===== config.mk =====
export PLATFORM = sky130hd
export DESIGN_NAME = lowest_free_room_scheduler
export DESIGN_NICKNAME = d
export VERILOG_FILES = /design/src/sv/lfrs_pkg.sv /design/src/sv/lowest_free_room_scheduler.sv /design/src/sv/lfrs_ctrl.sv /design/src/sv/lfrs_datapath.sv
export SDC_FILE = /design/constraint.sdc
export NUM_CORES = 2
export LEC_CHECK = 0
export BUFFER_PORTS_ARGS = -buffer_cell sky130_fd_sc_hd__buf_2
export CAP_MARGIN = 10
export CORE_ASPECT_RATIO = 0.7
export CORE_MARGIN = 2
export CORE_UTILIZATION = 40
export DETAILED_ROUTE_END_ITERATION = 16
export GPL_TIMING_DRIVEN = 0
export PLACE_DENSITY_LB_ADDON = 0.08
export SYNTH_ARGS = -nofsm -noshare
export SYNTH_HDL_FRONTEND = slang
export SYNTH_SLANG_ARGS = --single-unit

===== constraint.sdc =====
create_clock -name clk -period 6 [get_ports clk]
set_input_delay 0.6 -clock clk [delete_from_list [all_inputs] [get_ports clk]]
set_output_delay 0.6 -clock clk [all_outputs]
set_load 0.01 [all_outputs]

===== src/sv/lfrs_pkg.sv =====
`default_nettype none

package lfrs_pkg;

  localparam int LFRS_ROOMS = 16;
  localparam int TIME_W     = 40;
  localparam int CNT_W      = 32;
  localparam int IN_W       = 32;
  localparam int CFG_W      = 5;
  localparam int ROOM_W     = 4;
  localparam int S_DATA_W   = 64;
  localparam int M_DATA_W   = 48;

  localparam logic [CFG_W-1:0]  ROOMS_IN_USE_RST = 5'd2;
  localparam logic [TIME_W-1:0] TIME_MAX         = {TIME_W{1'b1}};
  localparam logic [CNT_W-1:0]  COUNT_MAX        = {CNT_W{1'b1}};

  typedef enum logic [2:0] {
    ST_IDLE,
    ST_SCAN,
    ST_SCAN_DRAIN,
    ST_WRITE,
    ST_COUNT,
    ST_COUNT_DRAIN,
    ST_EMIT
  } state_t;

  typedef struct packed {
    logic load;
    logic rd_en;
    logic rd_count;
    logic addr_clr;
    logic write;
    logic emit;
  } cmd_t;

  typedef struct packed {
    logic at_last;
    logic out_free;
  } status_t;

endpackage

`default_nettype wire


===== src/sv/lowest_free_room_scheduler.sv =====
// lowest free room scheduler
// s_* channel: one job per transfer, tdata = start_time[31:0], end_time[63:32].
// m_* channel: one result per job, tdata = room[3:0], finish_time[43:4],
//   busiest_room[47:44].
// cfg_* channel: writes rooms_in_use (5 bits); cfg_ready is always high.
//   write it only while no job is in flight.
// each job scans the active rooms twice through the single-read-port room
// store: once for free times (lowest free room, or earliest to free), then,
// after the chosen room is updated, once more for use counts to find the
// busiest room. a new job is accepted only once the result of the last one
// is loaded into the output register.
// the result sits in an output register; a stalled receiver holds the
// scheduler only at its final step, so the next job is taken and scanned
// while the previous result waits.
// reset clears all room state at once (per-room valid bits), sets
// rooms_in_use to 2 and drops m_tvalid.
`default_nettype none

module lowest_free_room_scheduler #(
  parameter int ROOMS = lfrs_pkg::LFRS_ROOMS
) (
  input  wire                           clk,
  input  wire                           rst,
  input  wire                           s_tvalid,
  output logic                          s_tready,
  input  wire  [lfrs_pkg::S_DATA_W-1:0] s_tdata,   // start_time, end_time
  output logic                          m_tvalid,
  input  wire                           m_tready,
  output logic [lfrs_pkg::M_DATA_W-1:0] m_tdata,   // room, finish_time, busiest_room
  input  wire                           cfg_valid,
  output logic                          cfg_ready,
  input  wire  [lfrs_pkg::CFG_W-1:0]    cfg_data
);
  import lfrs_pkg::*;

  cmd_t    cmd;
  status_t status;

  lfrs_ctrl u_ctrl (
    .clk      (clk),
    .rst      (rst),
    .s_tvalid (s_tvalid),
    .s_tready (s_tready),
    .status   (status),
    .cmd      (cmd)
  );

  lfrs_datapath #(
    .ROOMS (ROOMS)
  ) u_datapath (
    .clk       (clk),
    .rst       (rst),
    .s_tdata   (s_tdata),
    .m_tvalid  (m_tvalid),
    .m_tready  (m_tready),
    .m_tdata   (m_tdata),
    .cfg_valid (cfg_valid),
    .cfg_ready (cfg_ready),
    .cfg_data  (cfg_data),
    .cmd       (cmd),
    .status    (status)
  );

endmodule

`default_nettype wire


===== src/sv/lfrs_ctrl.sv =====
`default_nettype none

module lfrs_ctrl (
  input  wire              clk,
  input  wire              rst,
  input  wire              s_tvalid,
  output logic             s_tready,
  input  lfrs_pkg::status_t status,
  output lfrs_pkg::cmd_t    cmd
);
  import lfrs_pkg::*;

  state_t state, state_next;

  always_ff @(posedge clk) begin
    if (rst) begin
      state <= ST_IDLE;
    end else begin
      state <= state_next;
    end
  end

  always_comb begin
    state_next = state;
    cmd        = '0;
    s_tready   = 1'b0;
    case (state)
      ST_IDLE: begin
        s_tready = 1'b1;
        if (s_tvalid) begin
          cmd.load     = 1'b1;
          cmd.addr_clr = 1'b1;
          state_next   = ST_SCAN;
        end
      end
      ST_SCAN: begin
        cmd.rd_en = 1'b1;
        if (status.at_last) state_next = ST_SCAN_DRAIN;
      end
      ST_SCAN_DRAIN: begin
        state_next = ST_WRITE;
      end
      ST_WRITE: begin
        cmd.write    = 1'b1;
        cmd.addr_clr = 1'b1;
        state_next   = ST_COUNT;
      end
      ST_COUNT: begin
        cmd.rd_en    = 1'b1;
        cmd.rd_count = 1'b1;
        if (status.at_last) state_next = ST_COUNT_DRAIN;
      end
      ST_COUNT_DRAIN: begin
        state_next = ST_EMIT;
      end
      ST_EMIT: begin
        // hold here until the output register can take the result
        if (status.out_free) begin
          cmd.emit   = 1'b1;
          state_next = ST_IDLE;
        end
      end
      default: begin
        state_next = ST_IDLE;
      end
    endcase
  end

endmodule

`default_nettype wire


===== src/sv/lfrs_datapath.sv =====
`default_nettype none

module lfrs_datapath #(
  parameter int ROOMS = lfrs_pkg::LFRS_ROOMS
) (
  input  wire                                 clk,
  input  wire                                 rst,
  input  wire  [lfrs_pkg::S_DATA_W-1:0]       s_tdata,
  output logic                                m_tvalid,
  input  wire                                 m_tready,
  output logic [lfrs_pkg::M_DATA_W-1:0]       m_tdata,
  input  wire                                 cfg_valid,
  output logic                                cfg_ready,
  input  wire  [lfrs_pkg::CFG_W-1:0]          cfg_data,
  input  lfrs_pkg::cmd_t                      cmd,
  output lfrs_pkg::status_t                   status
);
  import lfrs_pkg::*;

  localparam int IW = (ROOMS > 1) ? $clog2(ROOMS) : 1;

  logic [CFG_W-1:0]  rooms_in_use;
  logic [IW-1:0]     last_idx;
  logic [IN_W-1:0]   start_time;
  logic [IN_W-1:0]   duration;
  logic [IW-1:0]     addr;

  logic [TIME_W-1:0] ft_mem [ROOMS];
  logic [CNT_W-1:0]  cnt_mem [ROOMS];
  logic [ROOMS-1:0]  entry_valid;

  logic [TIME_W-1:0] ft_q;
  logic [CNT_W-1:0]  cnt_q;
  logic              ent_q;
  logic              rd_vld;
  logic              rd_count;
  logic              rd_first;
  logic [IW-1:0]     rd_idx;

  logic              found;
  logic [IW-1:0]     f_idx;
  logic [CNT_W-1:0]  f_cnt;
  logic [IW-1:0]     m_idx;
  logic [TIME_W-1:0] m_ft;
  logic [CNT_W-1:0]  m_cnt;
  logic [IW-1:0]     b_idx;
  logic [CNT_W-1:0]  b_cnt;

  logic [IW-1:0]     res_room;
  logic [TIME_W-1:0] res_finish;

  logic [TIME_W-1:0] eff_ft;
  logic [CNT_W-1:0]  eff_cnt;
  logic              found_cur;
  logic [IW-1:0]     pick;
  logic [TIME_W-1:0] base;
  logic [TIME_W:0]   sum;
  logic [TIME_W-1:0] finish;
  logic [CNT_W-1:0]  cnt_old;
  logic [CNT_W-1:0]  cnt_new;
  logic [IN_W-1:0]   in_start;
  logic [IN_W-1:0]   in_end;

  assign cfg_ready = 1'b1;
  assign in_start  = s_tdata[IN_W-1:0];
  assign in_end    = s_tdata[2*IN_W-1:IN_W];

  always_ff @(posedge clk) begin
    if (rst) begin
      rooms_in_use <= ROOMS_IN_USE_RST;
    end else if (cfg_valid) begin
      rooms_in_use <= cfg_data;
    end
  end

  // zero rooms acts as one, too many acts as all of them
  always_comb begin
    if (32'(rooms_in_use) > ROOMS) begin
      last_idx = IW'(ROOMS - 1);
    end else if (rooms_in_use == '0) begin
      last_idx = '0;
    end else begin
      last_idx = IW'(32'(rooms_in_use) - 32'd1);
    end
  end

  always_ff @(posedge clk) begin
    if (cmd.load) begin
      start_time <= in_start;
      duration   <= (in_end > in_start) ? (in_end - in_start) : '0;
    end
  end

  always_ff @(posedge clk) begin
    if (cmd.addr_clr) begin
      addr <= '0;
    end else if (cmd.rd_en) begin
      addr <= addr + 1'b1;
    end
  end

  // room store, one read port on the scan address, one write port on the pick
  always_ff @(posedge clk) begin
    if (cmd.write) begin
      ft_mem[pick]  <= finish;
      cnt_mem[pick] <= cnt_new;
    end
    ft_q  <= ft_mem[addr];
    cnt_q <= cnt_mem[addr];
  end

  always_ff @(posedge clk) begin
    if (rst) begin
      entry_valid <= '0;
    end else if (cmd.write) begin
      entry_valid[pick] <= 1'b1;
    end
  end

  always_ff @(posedge clk) begin
    if (rst) begin
      rd_vld <= 1'b0;
    end else begin
      rd_vld <= cmd.rd_en;
    end
    ent_q    <= entry_valid[addr];
    rd_count <= cmd.rd_count;
    rd_first <= (addr == '0);
    rd_idx   <= addr;
  end

  // never-written rooms read as free at time zero with no uses
  assign eff_ft    = ent_q ? ft_q : '0;
  assign eff_cnt   = ent_q ? cnt_q : '0;
  assign found_cur = rd_first ? 1'b0 : found;

  always_ff @(posedge clk) begin
    if (rd_vld && !rd_count) begin
      found <= found_cur;
      if (!found_cur && (eff_ft <= TIME_W'(start_time))) begin
        found <= 1'b1;
        f_idx <= rd_idx;
        f_cnt <= eff_cnt;
      end
      if (rd_first || (eff_ft < m_ft)) begin
        m_idx <= rd_idx;
        m_ft  <= eff_ft;
        m_cnt <= eff_cnt;
      end
    end
    if (rd_vld && rd_count) begin
      if (rd_first || (eff_cnt > b_cnt)) begin
        b_idx <= rd_idx;
        b_cnt <= eff_cnt;
      end
    end
  end

  always_comb begin
    pick    = found ? f_idx : m_idx;
    base    = found ? TIME_W'(start_time) : m_ft;
    sum     = {1'b0, base} + (TIME_W + 1)'(duration);
    finish  = sum[TIME_W] ? TIME_MAX : sum[TIME_W-1:0];
    cnt_old = found ? f_cnt : m_cnt;
    cnt_new = (cnt_old == COUNT_MAX) ? cnt_old : cnt_old + 1'b1;
  end

  always_ff @(posedge clk) begin
    if (cmd.write) begin
      res_room   <= pick;
      res_finish <= finish;
    end
  end

  always_ff @(posedge clk) begin
    if (rst) begin
      m_tvalid <= 1'b0;
    end else if (cmd.emit) begin
      m_tvalid <= 1'b1;
    end else if (m_tready) begin
      m_tvalid <= 1'b0;
    end
  end

  always_ff @(posedge clk) begin
    if (cmd.emit) begin
      m_tdata <= {ROOM_W'(b_idx), res_finish, ROOM_W'(res_room)};
    end
  end

  assign status.at_last  = (addr == last_idx);
  assign status.out_free = !m_tvalid || m_tready;

  a_no_overwrite: assert property (@(posedge clk) disable iff (rst)
    !(cmd.emit && m_tvalid && !m_tready))
    else $error("result overwritten while a transfer is pending");

  a_pick_in_range: assert property (@(posedge clk) disable iff (rst)
    cmd.write |-> (pick <= last_idx))
    else $error("room picked outside the active set");

  a_read_in_range: assert property (@(posedge clk) disable iff (rst)
    cmd.rd_en |-> (addr <= last_idx))
    else $error("scan read outside the active set");

  a_write_marks_valid: assert property (@(posedge clk) disable iff (rst)
    cmd.write |=> entry_valid[$past(pick)])
    else $error("written room not marked valid");

endmodule

`default_nettype wire


[Yosys cells after proc, flatten, opt, wreduce, memory -nomap -nowiden]
Memories as Yosys holds them, arrays and structs flattened. A register that Yosys moved wholly into a read port is not among the register bits.
Index checks and enable logic that the tools add are counted.
Storage, ports and cells
  RAM bits: 1152
  bits of input ports: 74
  memories: 2
  word-level logic and storage cells: 102
  flip-flop bits (word level): 342
  output and inout port bits: 51
Operators by class
  muxes and demuxes: 32
  eq/ne operators: 12
  $lt $le $gt $ge: 8
  reduce and logical (&&, ||, !) cells: 19
  bitwise logic cells: 1
  add/sub/neg operators: 5
Memory list
  u_datapath.ft_mem: depth 16, bits a word 40, read ports 1, clocked after Yosys merged registers in 1, wr ports 1, RTL line lfrs_datapath.sv:28  | logic [TIME_W-1:0] ft_mem [ROOMS];
  u_datapath.cnt_mem: depth 16, bits a word 32, read ports 1, clocked after Yosys merged registers in 1, wr ports 1, RTL line lfrs_datapath.sv:29  | logic [CNT_W-1:0] cnt_mem [ROOMS];
Operators with widths (count)
  40-bit two-way mux: 3
  32-bit two-way mux: 3
  32-bit > comparator: 2
  40-bit by 32-bit adder with 41-bit output: 1
  40-bit by 32-bit <= comparator with 1-bit output: 1
  40-bit less-than comparator: 1
  32-bit by 1-bit adder with 32-bit output, second input constant: 1
  32-bit equality test, second input constant: 1
  32-bit subtractor: 1
  3-bit case mux with 7 select lines: 1
  16-bit OR: 1
  1-bit two-way mux: 15
  3-bit two-way mux: 4
  4-bit two-way mux: 3
  4-bit by 5-bit less-than comparator with 1-bit output, second input constant: 2
  3-bit equality test, second input constant: 3
  2-bit != test, second input constant: 4
  3-bit by 2-bit equality test with 1-bit output, second input constant: 2
  2-bit AND reduction: 3
  5-bit > comparator, second input constant: 1
  5-bit logical NOT: 1
  4-bit by 1-bit adder with 4-bit output, second input constant: 1
  1-bit binary-select mux with 4-bit select: 1
  1-bit demux with 4-bit select: 1
  other kinds (13): 20

[Depth between registers and ports, before layout]
  depth after elaboration: 6
  gate-level depth with buffers: 18
  mapped depth without buffers: 11

[Modules after synthesis]
Synthesis repeated with hierarchy kept, for this count alone.
Unflattened totals
  cell total of the unflattened synthesis: 3498
  area total of the unflattened synthesis: 64256.6 sq um
By module, submodules not included
  lfrs_datapath: area an instance 64025.2 sq um, cells each 3467, instances 1
  lfrs_ctrl: area an instance 231.5 sq um, cells each 31, instances 1

[Worst setup path before layout]
OpenSTA, ideal clock, no wires.
  path kind: register to register
  from: register u_ctrl.state[0]
  to: memory u_datapath.cnt_mem[10][0] (enable)
  setup time: 0.504 ns
  period minus slack after synthesis: 6.521 ns
  stages on the path, launching flop included: 7
  arrival time: 6.017 ns
  path slack: -0.521 ns
  cell sequence: dfxtp_1 clkbuf_1 nand2_1 nor2_1 and2_1 nand2_1 nor2_1
Between the ends
  word-level cells in the longest chain between the ends: 4
Ends and longest elaborated chain
  from (decl): RTL line lfrs_ctrl.sv:13  | state_t state, state_next;
  from (signal assigned): RTL line lfrs_ctrl.sv:19  | state <= state_next;
  3-bit by 2-bit equality test with 1-bit output: RTL line lfrs_ctrl.sv:27  | case (state)
  1-bit two-way mux: RTL line lfrs_ctrl.sv:27
  1-bit two-way mux: RTL line lfrs_datapath.sv:104  | if (cmd.write) begin
  1-bit two-way mux (implied by the code): RTL line lfrs_datapath.sv:106  | cnt_mem[pick] <= cnt_new;
  to (decl): RTL line lfrs_datapath.sv:29
Every way passes these cells.

[Final worst setup path]
  from: register u_datapath.found
  to: memory u_datapath.ft_mem[3][38], data pin
Between the ends
  word-level cells in the longest chain between the ends: 3
Ends and longest elaborated chain
  from (decl): RTL line lfrs_datapath.sv:40  | logic found;
  from (signal assigned): RTL line lfrs_datapath.sv:139  | found <= found_cur;
  40-bit two-way mux: RTL line lfrs_datapath.sv:161  | base = found ? TIME_W'(start_time) : m_ft;
  40-bit by 32-bit adder with 41-bit output: RTL line lfrs_datapath.sv:162  | sum = {1'b0, base} + (TIME_W + 1)'(duration);
  40-bit two-way mux: RTL line lfrs_datapath.sv:163  | finish = sum[TIME_W] ? TIME_MAX : sum[TIME_W-1:0];
  net u_datapath.finish[38]: RTL line lfrs_datapath.sv:58  | logic [TIME_W-1:0] finish;
  to (decl): RTL line lfrs_datapath.sv:28
The timed path passes the listed nets, and every way through them passes these cells.

==> results.md <==
- The most common cell in the synthesized netlist is edfxtp_1.
- The cell leakage power is 0.0255 uW.
- After detailed routing, the number of remaining DRC violations is 0.
- The placement-stage cell area is 69600 um^2.
- The worst min-delay path class is input port to register.
- The area growth from synthesis to layout is 17.2%.
- At the pin with the least slew margin, the transition time is 1.35 ns.
- The critical path is of the register to register type.
- After synthesis, the cell types taking the most area are edfxtp_1 68%, mux4_2 13%, dfxtp_1 3.4%.
- The first routing iteration left 4179 violations.
- Of all cell types, the one taking the most synthesized area is edfxtp_1.
- The synthesized net count is 3768.
- The total congestion overflow is 0.
- The largest net degree at the start of global routing is 62.
- The die extent in x is 483 um.
- The cell sitting at the root of the clock tree is a clkbuf_16.
- Dividing the final minimum period by the clock period gives 0.979.
- Clock tree synthesis inserted a total of 155 buffers.
- The run finished with clean final reports.
- The number of buffers and inverters on the critical path is 5.
- The Yosys step of the flow raised 0 warnings.
- The share of the Yosys chip area taken by registers is 0.715.
- The clock period minus final worst setup slack is 5.87 ns.
- TritonCTS built the clock tree.
- The number of global-route vias before repair is 33900.
- STA classifies the critical path endpoint as a register.
- The congestion estimate from routability-driven global placement came to 0.882.
- In the synthesized netlist, the cells that appear most often are 1457 x edfxtp_1, 366 x mux4_2, 170 x ha_1.
- The final count of hold timing violations came to 0.
- Setup repair after global routing could not meet its margin everywhere.
- The total chip power is 28800 uW.
- Along the worst path, the maximum fanout reaches 19.
- The worst setup path is launched from a register.
- The highest achievable clock rate is 170 MHz.
- Dividing the detail-routed wire length by the instance count gives 29.7 um.
- After synthesis, the mean cell area works out to 18.2 um^2.
- The floorplan has 123 rows.
- The cell family contributing the most delay on the critical path is compound AO/OA/AOI/OAI gates.
- The synthesized flop and latch total is 1566.
- Walking the worst path, the cells encountered are buf_4, buf_6, buf_6, clkbuf_8, mux2_2, ha_1, fa_1, a21oi_1, o211ai_1, a211oi_4, o211ai_2, a31oi_4, o31a_2, buf_4, nand3_2.
- In this run the critical register-to-register path is launched from u_datapath.found.
- CTS saw 1566 sinks.
- The critical path launch point is u_datapath.found.
- The post-route worst setup slack is 0.127 ns.
- Measured against its own limit, the worst slew margin works out to 0.100.
- The final count of pins violating max slew is 0.
- The worst stage delay on the critical path is 0.48 ns.
- The count of cell types in the netlist is 86.
- Of the post-synthesis cell area, the dominant cell type holds 0.681.
- The reported max-cap violation count is 0.
- The sum of net half-perimeters after detailed placement is 126 mm.
- The largest individual stage delay along the critical path comes from the cell edfxtp_1.
- The number of nets in the layout is 4187.
- The total stage count of the critical path is 15.
- The total routing usage reported by global routing is 0.224.
- The first global-routing pass estimated 261 mm of wire.
- The clock transition at the register clock pins on the worst setup and hold paths after CTS is 0.06 ns.
- The predominant post-synthesis flop cell is edfxtp_1.
- The count of nets left with antenna violations after detail routing is 0.
- The number of antenna violations at the first check in global routing came to 14.
- The count of port buffers added during placement is 121.
- The final instance area is 75300 um^2.
- The core region is 160000 um^2.
- The worst-case IR drop observed on VDD is 0.258 mV.
- The ratio of routed vias to standard cells is 5.61.
- The total standard cell area after synthesis is 64300 um^2.
- The internal reg-to-reg setup slack is 0.13 ns.
- The endpoint required time on the critical path is 6.32 ns.
- The number of top-level pins is 125.
- The clock passes through at most 3 buffers.
- Of all flip-flops after synthesis, the portion carrying an async set or reset was 0.
- Detailed routing inserted a total of 34800 vias.
- The post-placement setup slack is -2.24 ns.
- Before antenna repair, the detailed router went through 5 iterations.
- The critical path ends at u_datapath.ft_mem[3][38].
- Counting the fill cells in the layout gives 13500.
- Data arrives at the worst endpoint at 6.19 ns.
- Counting cells, the worst reg-to-reg path comes to 15.
- The cell count after synthesis came out at 3522.
- The power density of the placed cells is 382 nW/um^2.
- The critical register-to-register path endpoint is u_datapath.ft_mem[3][38].
- The final layout contains routed wiring with a total length of 184 mm.
- The worst min-delay path startpoint is s_tdata[21].
- At the later pin of the worst-skew pair, clock insertion delay measures 0.80 ns.
- The die covers 164000 um^2.
- In this run the number of H-tree levels came out at 4.
- Between clock sinks in the finished design, the worst skew comes to 0.0479 ns.
- The y dimension of the die is 339 um.
- The initial cell density of the core is 0.401.
- Setup violations remaining at the end of the flow were counted as 0.
- The fraction of final layout cells with drive strength greater than 1 is 0.237.
- The number of enable flip-flop cells after synthesis is 1457.
cell type report:
class                   instances  area, um^2  area share
plain buffers                 130         563     0.00747
flip-flops and latches       1566       45900       0.610
multi-input cells            1660       17600       0.233
clock buffers                 217        4370      0.0580
diodes                          2        5.00   0.0000664
repair buffers                263        2920      0.0388
clock inverters                72         704     0.00935
inverters                     165         619     0.00822
well taps                    2125        2660      0.0353
kinds of logic after synthesis:
group	synth area share
flip-flops	0.715
AND/OR/NAND/NOR	0.0474
multiplexers	0.136
AO/OA/AOI/OAI	0.0378
buffers and inverters	0.0180
adder cells (fa/ha/maj)	0.0337
XOR/XNOR	0.0117
other	0.0000584
worst min-delay path by stage:
| stage | endpoint | depth (start not counted) |
|---|---|---|
| after floorplan | u_datapath.rd_idx[2] | 0 |
| after global placement | u_datapath.rd_idx[3] | 0 |
| after detailed placement | u_datapath.rd_idx[3] | 0 |
| after CTS | u_datapath.start_time[21] | 1 |
| after global routing | u_datapath.start_time[21] | 1 |
| final | u_datapath.start_time[21] | 1 |
where the power goes:
part	total, uW	internal (uW)	switching, uW
Clock	9740	5480	4270
Combinational	5800	2300	3510
Sequential	13300	12900	318
state kept, by name, indices dropped and copies added (netlist names), 3 cells and up:
register,flops
u_ctrl.state,3
u_datapath.addr,4
u_datapath.b_cnt,32
u_datapath.b_idx,4
u_datapath.cnt_mem,512
u_datapath.cnt_q,32
u_datapath.duration,32
u_datapath.entry_valid,16
u_datapath.f_cnt,32
u_datapath.f_idx,4
u_datapath.ft_mem,640
u_datapath.ft_q,40
u_datapath.m_cnt,32
u_datapath.m_ft,40
u_datapath.m_idx,4
u_datapath.m_tdata,48
u_datapath.rd_idx,4
u_datapath.res_finish,40
u_datapath.res_room,4
u_datapath.rooms_in_use,5
u_datapath.start_time,32
per-stage QoR:
stage	hold slack [ns]	utilization	TNS, ns	cells
after floorplan	0.329	-	-297.56	3522
after global placement	0.336	0.422	-9647.89	5768
after detailed placement	0.349	0.435	-1256.93	5862
after CTS	0.00904	0.468	-0.00514	6175
after global routing	0.0416	0.471	-1.67	6198
final	0.0767	0.471	0	6200
placed cells by master (no fill, tap or decap), types with 79 or more instances in the layout:
master     synthesis  final
edfxtp_1        1457   1457
mux4_2           366    366
ha_1             170    170
inv_1            165    165
clkbuf_16          0    161
nor2_1           164    147
buf_2              6    130
nand2_1          149    127
clkbuf_1          84    121
dfxtp_1          109    109
o21ai_0          108    102
a21oi_1           95     93
and2_1            80     79
routing by layer:
layer  track usage  vias up  wire (um)  part of all wire
li1              -    14900          -                 -
met1         0.370    18500      92200              0.50
met2         0.307     1193      75600              0.41
met3        0.0366      191      13300             0.072
met4        0.0483        2       2940             0.016
met5             0        -          8          0.000043
timing repair:
action | 4_1_cts | 5_1_grt
setup endpoints to repair | 708 | 492
setup buffers | 0 | 1
hold buffers | 25 | 0
pin swaps | 0 | 1
hold endpoints to repair | 25 | 0
gates resized for setup | 29 | 16
(Power assumes the default switching activity.)
